$ cat src/rtl/core/frc_pkg.sv
package frc_pkg;

    localparam int unsigned MAX_LEN = 32;

    localparam logic [7:0]  START_MARK = 8'h24;
    localparam logic [15:0] CRC_INIT   = 16'hFFFF;
    localparam logic [15:0] CRC_POLY   = 16'hA001;

    // shortest frame that carries a CRC
    localparam logic [7:0] MIN_CRC_LEN = 8'd5;

    typedef enum logic [1:0] {
        ST_OK        = 2'd0,
        ST_CRC_BAD   = 2'd1,
        ST_TOO_LONG  = 2'd2,
        ST_TOO_SHORT = 2'd3
    } frc_status_t;

    typedef struct packed {
        logic        valid;
        logic [7:0]  data;
        logic [7:0]  index;
        logic        last;
        frc_status_t status;
    } frc_result_t;

    // reflected CRC-16, one byte, bits unrolled
    function automatic logic [15:0] crc16_byte(input logic [15:0] crc, input logic [7:0] b);
        logic [15:0] c;
        c = crc ^ {8'h00, b};
        for (int k = 0; k < 8; k++) begin
            if (c[0]) begin
                c = (c >> 1) ^ CRC_POLY;
            end
            else begin
                c = c >> 1;
            end
        end
        return c;
    endfunction

endpackage

$ cat src/rtl/core/frc_frame_fsm.sv
module frc_frame_fsm (
    input  logic                clk,
    input  logic                rst_n,
    input  logic                take,
    input  logic [7:0]          rx_byte,
    output frc_pkg::frc_result_t result
);

    typedef enum logic [1:0] {
        PH_HUNT    = 2'd0,
        PH_SKIP    = 2'd1,
        PH_COLLECT = 2'd2
    } phase_t;

    localparam logic [7:0] MAX_LEN_B = 8'(frc_pkg::MAX_LEN);

    phase_t      phase_reg, phase_next;
    logic [7:0]  len_reg, len_next;
    logic [7:0]  count_reg, count_next;
    logic [15:0] crc_reg, crc_next;
    logic [7:0]  crc_lo_reg, crc_lo_next;
    logic [7:0]  crc_hi_reg, crc_hi_next;

    // frame context seen by the current byte (fresh on the length byte)
    logic        in_frame;
    logic [7:0]  len_cur, idx_cur, lo_cur, hi_cur;
    logic [15:0] crc_cur;
    logic [7:0]  target;
    logic        last;
    frc_pkg::frc_status_t status;

    always_comb
    begin
        in_frame = 1'b0;
        len_cur  = len_reg;
        idx_cur  = count_reg;
        crc_cur  = crc_reg;
        lo_cur   = crc_lo_reg;
        hi_cur   = crc_hi_reg;
        case (phase_reg)
            PH_SKIP:
            begin
                if (rx_byte != frc_pkg::START_MARK) begin
                    in_frame = 1'b1;
                    len_cur  = rx_byte;
                    idx_cur  = 8'd0;
                    crc_cur  = frc_pkg::CRC_INIT;
                    lo_cur   = 8'd0;
                    hi_cur   = 8'd0;
                end
            end
            PH_COLLECT: in_frame = 1'b1;
            default:    in_frame = 1'b0;
        endcase
    end

    always_comb
    begin
        target = (len_cur == 8'd0 || len_cur > MAX_LEN_B) ? MAX_LEN_B : len_cur;
        last   = ({1'b0, idx_cur} + 9'd1) >= {1'b0, target};

        crc_next    = crc_cur;
        crc_lo_next = lo_cur;
        crc_hi_next = hi_cur;
        if (({1'b0, idx_cur} + 9'd4) < {1'b0, len_cur}) begin
            crc_next = frc_pkg::crc16_byte(crc_cur, rx_byte);
        end
        if (len_cur >= frc_pkg::MIN_CRC_LEN && idx_cur == len_cur - 8'd3) begin
            crc_lo_next = rx_byte;
        end
        if (len_cur >= frc_pkg::MIN_CRC_LEN && idx_cur == len_cur - 8'd2) begin
            crc_hi_next = rx_byte;
        end

        if (len_cur > MAX_LEN_B) begin
            status = frc_pkg::ST_TOO_LONG;
        end
        else if (len_cur < frc_pkg::MIN_CRC_LEN) begin
            status = frc_pkg::ST_TOO_SHORT;
        end
        else if ({hi_cur, lo_cur} == crc_cur) begin
            status = frc_pkg::ST_OK;
        end
        else begin
            status = frc_pkg::ST_CRC_BAD;
        end

        len_next   = len_cur;
        count_next = last ? 8'd0 : idx_cur + 8'd1;
        if (in_frame) begin
            phase_next = last ? PH_HUNT : PH_COLLECT;
        end
        else if (rx_byte == frc_pkg::START_MARK) begin
            phase_next = PH_SKIP;
        end
        else begin
            phase_next = PH_HUNT;
        end

        result.valid  = take && in_frame;
        result.data   = rx_byte;
        result.index  = idx_cur;
        result.last   = last;
        result.status = last ? status : frc_pkg::ST_OK;
    end

    always_ff @(posedge clk or negedge rst_n)
    begin
        if (!rst_n) begin
            phase_reg  <= PH_HUNT;
            len_reg    <= 8'd0;
            count_reg  <= 8'd0;
            crc_reg    <= frc_pkg::CRC_INIT;
            crc_lo_reg <= 8'd0;
            crc_hi_reg <= 8'd0;
        end
        else if (take) begin
            phase_reg <= phase_next;
            if (in_frame) begin
                len_reg    <= len_next;
                count_reg  <= count_next;
                crc_reg    <= crc_next;
                crc_lo_reg <= crc_lo_next;
                crc_hi_reg <= crc_hi_next;
            end
        end
    end

endmodule

$ cat src/rtl/core/frame_receiver_crc_checker_unit.sv
// Channel   Handshake             Payload
// rx        rx_valid / rx_ready   rx_byte[7:0]
// res       res_valid / res_ready data_byte[7:0], byte_index[7:0], frame_end, frame_status[1:0]
//
// One rx transaction per cycle while the skid register is empty; a taken frame byte is registered
// into the output register, or into the skid when res is stalled. The length, CRC and status logic
// is a single byte-wide pass ahead of the result register, so the CRC-16 update (eight unrolled
// shift steps) sets the cycle time. Reset (rst_n low, asynchronous) returns to hunting for '$'
// with the CRC at 0xFFFF. A stalled res side is absorbed by a one-entry skid register; rx_ready
// drops only once that is also full. Marker and idle bytes never need a result slot.
module frame_receiver_crc_checker_unit (
    input  logic       clk,
    input  logic       rst_n,
    input  logic       rx_valid,
    output logic       rx_ready,
    input  logic [7:0] rx_byte,
    output logic       res_valid,
    input  logic       res_ready,
    output logic [7:0] data_byte,
    output logic [7:0] byte_index,
    output logic       frame_end,
    output logic [1:0] frame_status
);

    frc_pkg::frc_result_t fsm_result;
    frc_pkg::frc_result_t out_reg;   // visible result
    frc_pkg::frc_result_t skid_reg;  // overflow when res is stalled

    logic take;
    logic res_fire;

    assign rx_ready = !skid_reg.valid;
    assign take     = rx_valid && rx_ready;
    assign res_fire = out_reg.valid && res_ready;

    frc_frame_fsm u_fsm (
        .clk     (clk),
        .rst_n   (rst_n),
        .take    (take),
        .rx_byte (rx_byte),
        .result  (fsm_result)
    );

    // Output register plus skid: while the skid holds a result no rx transaction is taken,
    // so the skid drains into the output register as soon as the consumer takes one.
    always_ff @(posedge clk or negedge rst_n)
    begin
        if (!rst_n) begin
            out_reg  <= '0;
            skid_reg <= '0;
        end
        else if (skid_reg.valid) begin
            if (res_fire) begin
                out_reg        <= skid_reg;
                skid_reg.valid <= 1'b0;
            end
        end
        else if (fsm_result.valid) begin
            if (!out_reg.valid || res_fire) begin
                out_reg <= fsm_result;
            end
            else begin
                skid_reg <= fsm_result;
            end
        end
        else if (res_fire) begin
            out_reg.valid <= 1'b0;
        end
    end

    assign res_valid    = out_reg.valid;
    assign data_byte    = out_reg.data;
    assign byte_index   = out_reg.index;
    assign frame_end    = out_reg.last;
    assign frame_status = out_reg.status;

    // skid only ever fills behind a waiting output
    a_skid_behind_out: assert property (@(posedge clk) disable iff (!rst_n)
        skid_reg.valid |-> out_reg.valid)
        else $error("skid holds a result with the output register empty");

    // status is only reported on the closing byte
    a_status_at_end: assert property (@(posedge clk) disable iff (!rst_n)
        (res_valid && !frame_end) |-> (frame_status == frc_pkg::ST_OK))
        else $error("frame status set on a byte that does not end the frame");

    // frame never runs past the length cap
    a_index_cap: assert property (@(posedge clk) disable iff (!rst_n)
        res_valid |-> ({24'd0, byte_index} < frc_pkg::MAX_LEN))
        else $error("byte index beyond maximum frame length");

    // a result ending a stall at the skid must reach the output next cycle
    a_skid_drain: assert property (@(posedge clk) disable iff (!rst_n)
        (skid_reg.valid && res_ready) |=> (res_valid && !skid_reg.valid))
        else $error("skid result not moved to the output");

endmodule

$ cat config.mk
export PLATFORM = sky130hd
export DESIGN_NAME = frame_receiver_crc_checker_unit
export DESIGN_NICKNAME = d
export VERILOG_FILES = /design/src/rtl/core/frc_pkg.sv /design/src/rtl/core/frc_frame_fsm.sv /design/src/rtl/core/frame_receiver_crc_checker_unit.sv
export SDC_FILE = /design/constraint.sdc
export NUM_CORES = 1
export LEC_CHECK = 0
export ABC_AREA = 1
export BUFFER_PORTS_ARGS = -buffer_cell sky130_fd_sc_hd__buf_2
export CELL_PAD_IN_SITES_DETAIL_PLACEMENT = 0
export CELL_PAD_IN_SITES_GLOBAL_PLACEMENT = 1
export CORE_ASPECT_RATIO = 1.1
export CORE_MARGIN = 5
export CORE_UTILIZATION = 49
export CTS_BUF_LIST = sky130_fd_sc_hd__clkbuf_16
export DETAILED_ROUTE_END_ITERATION = 7
export PLACE_DENSITY = 0.91
export SYNTH_ARGS = -nofsm -noshare
export SYNTH_HDL_FRONTEND = slang
export SYNTH_SLANG_ARGS = --single-unit
export TNS_END_PERCENT = 50
$ cat constraint.sdc
create_clock -name clk -period 5.4 [get_ports clk]
set_input_delay 0.27 -clock clk [delete_from_list [all_inputs] [get_ports clk]]
set_output_delay 0.27 -clock clk [all_outputs]
set_load 0.05 [all_outputs]
==> reports/summary.md <==
The prevailing post-synth register cell was dfrtp_1. The detailed router placed 5549 vias in this run. The clock passes through at most 2 buffers.

STA classifies the critical path endpoint as a flop. 33 I/O pins were placed. The worst hold path class was input pin to flop. The adder and majority gate portion of the synthesized area was 5.22%. After synthesis, the largest family of logic cells by area is simple AND/OR/NAND/NOR gates. Setup violations remaining at the end of the flow were counted as 0.

The tools report the highest attainable clock frequency as 213 MHz. The run gives 6580 µm² as the finished layout cell area. The hold path depth was 4; the max-slew headroom at the worst pin was 31.0%.

The critical path runs through a total of 24 cells. The core region is 12000 µm². The count of buffer and inverter cells on the critical path was 4; the multiplexer share of the synthesized area was 0%.

The maximum resistive drop on vdd was 323 µV. In this run the post-CTS setup repair buffer count came out at 0. The flip-flop and latch count after synthesis is 90.

The number of global-route vias before repair is 5290, and the minimum clock period is 4.70 ns. For this design the ratio of total power to cell area is 708 nW/µm². On the critical path the largest part of the delay comes from simple AND/OR/NAND/NOR gates. The worst setup path is launched from a flop. In the final timing run, aggregate negative setup slack is 0 ns. The tools report the number of optimization iterations in the first detailed-route pass as 5. Total cell area at the placement stage: 6240 µm². The final hold slack is 0.179 ns, and the worst-margin pin slew is 1.03 ns. Yosys printed 0 warnings.

The number of I/O port buffers was 32; the biggest cell delay along the critical path was 0.47 ns. Walking the worst path, the cells encountered are inv_1, ha_1, nand2_4, o21ai_2, ha_1, inv_1, nor2_1, nand2_1, a21oi_1, inv_1, a21oi_2, nand2_1, ha_1, a21oi_1, o21ai_0, nor2_1, nor2_1, nor2_1, nor2_1, o21ai_0, nand3_1, nor2_1, inv_1, o22ai_1. The netlist uses 47 different library cells. The reg-to-reg setup timing slack is 0.70 ns, and the count of unresolved DRC violations after routing is 0.

The clock transition time at the flip-flop clock pins of the worst setup and hold paths works out to 0.07 ns. After synthesis the cells add up to 5990 µm². For this run the aggregate overflow at the end of global routing stands at 0.

The run finished with clean final reports. For this configuration, the core starts out at a cell density of 49.8%. Summing the areas of all and, or, nand and nor instances in the mapped netlist gives 30.3% of the synthesized area. The post-synthesis cell type with the largest combined area is dfrtp_1. The run gives 0 as the hold violation total from the final report. The number of sinks on the clock net is 90. The area share of xor/xnor cells in the synthesized design is 6.20%.

The tools report the area of the die as 14500 µm². The synthesized netlist devotes 12.7% of its cell area to compound gates. After detailed routing, the average wire length per cell comes to 17.0 µm.

Routability-driven placement finished with a final weighted congestion of 0.940. After the first detailed-routing iteration, the DRC count stood at 648. The depth of the CTS H-tree was 3. In this run the static leakage power is 3.30 nW.

The root cell of the clock tree is clkbuf_16. Post-cts gate resize count: 0. For this run, asynchronously set or reset flops after synthesis account for 100%.

TritonCTS built the clock tree. The required time at the worst-slack endpoint was 5.67 ns. In the final layout, the share of cells above drive strength 1 is 13.9%. The number of cells on the worst reg-to-reg path is 24. Along the worst path, the maximum fanout reaches 44. After synthesis, the cell types taking the most area are dfrtp_1, nand2_1, dfstp_2. The clock arrives with 0.00867 ns of skew. The maximum number of pins on one net before global-route repair was 70. The detailed-placement wirelength estimate was 12400 µm. The most repeated cell in the gate-level netlist after synthesis is nand2_1. The critical path in this run is classified as flop to flop. Among the stages of the critical path, the cell type that occurs most often is nor2_1.

Using the TritonRoute via totals, the vias-per-cell ratio works out to 5.57. The final critical path takes up 87.0% of the cycle. Buffers inserted during clock tree synthesis total 9.

For the worst slack at placement, the log shows 0.810 ns. By count the netlist is led by nand2_1, dfrtp_1, o21ai_0. The synthesized design devotes to its leading area cell type 30.9% of total area.

The run gives 0.702 ns as the post-route worst setup slack. The cell count after synthesis is 816, and the antenna diode instance count is 0. The routed wire length is 17000 µm, and the initial antenna violation count is 1.

The arrival time at the worst endpoint is 4.97 ns, and the post-synthesis sequential area ratio is 37.9%. The die is 115 µm wide. The run gives 0 as the number of violations of the max-capacitance limit. The number of enable flip-flop cells after synthesis is 0. The die is 126 µm tall. In this run the remaining antenna-violating nets after routing total 0. The net count of the finished layout is 875. The first global-routing pass estimated 28100 µm of wire.

Setup repair after global routing left no endpoint under its margin. The row count is 42, and the post-synthesis to final-layout area growth is 9.90%. Global routing used 24.5% of the available tracks. Among all stages on the critical path, the largest delay is contributed by nor2_1.

After synthesis, the mean cell area works out to 7.34 µm². The number of flip-flops under the largest register name came out at 20. The insertion delay to the later sink of the worst-skew pair was 0.35 ns. The tools report the final number of max-transition violations as 0.
report_power, final:
part	internal (mW)	switching, mW
logic	0.820	2.00
registers	0.969	0.164
clock network	0.416	0.297
total	2.20	2.46
tightest hold or removal path: stages:
cell and delay [ns]:
buf_2 0.09, nand2_1 0.04, nand2_1 0.05, nand2_1 0.05
placed cells by master (no fill, tap or decap), drive strengths merged, types with 16 or more instances in the layout:
| cell type | netlist | final |
|---|---|---|
| ha | 25 | 25 |
| xor2 | 28 | 28 |
| nand4 | 18 | 18 |
| inv | 76 | 80 |
| dfrtp | 74 | 74 |
| nand2 | 276 | 276 |
| dfstp | 16 | 16 |
| nand3 | 42 | 42 |
| o21ai | 79 | 79 |
| nor2 | 67 | 67 |
| a31oi | 17 | 17 |
| a21oi | 23 | 23 |
| buf | 15 | 39 |
kinds of logic after synthesis:
logic type	after synthesis
buffers and inverters	108
xor gates and xnor gates	39
AOI/OAI and AO/OA	133
and+or+nand+nor	420
other	1
adders and majority gates	25
DFF	90
layout make-up:
type	instances	area, µm²
clock buffers	9	225
clock inverters	7	108
fillers	1171	5450
inverters	78	293
multi-input cells	619	3270
flip-flops and latches	90	2270
well taps	154	193
repair buffers	40	225
timing repair:
item,in CTS,in global routing
hold buffers,1,0
endpoints found under the setup margin,0,0
endpoints found under the hold margin,21,0
through the flow:
stage,utilization (%),power [mW],instances
final,54.7,4.66,997
after global routing,54.7,5.04,997
after CTS,54.7,4.63,997
after detailed placement,51.9,3.91,980
after global placement,51.9,3.87,980
after floorplan,-,3.28,817
routing by layer:
layer	up-vias	global-route usage, %	share of wire, %
li1	2683	-	-
met1	2630	35.6	45
met2	201	36.2	44
met3	33	5.13	7.4
met4	2	8.29	2.8
met5	-	0	0.077
final timing paths:
kind,to,start
worst max register to register,u_fsm.count_reg[0]$_DFFE_PN0P_,u_fsm.phase_reg[1]$_DFFE_PN0P_
worst min register to register,skid_reg[2]$_DFFE_PN0P_,skid_reg[2]$_DFFE_PN0P_
worst min-delay path,skid_reg[19]$_DFF_PN0_,res_ready
worst max-delay path,u_fsm.count_reg[0]$_DFFE_PN0P_,u_fsm.phase_reg[1]$_DFFE_PN0P_
max in group asynchronous,u_fsm.len_reg[6]$_DFFE_PN0P_,rst_n
min in group asynchronous,skid_reg[0]$_DFFE_PN0P_,rst_n
No activity file was read; power rests on OpenSTA's default activity.
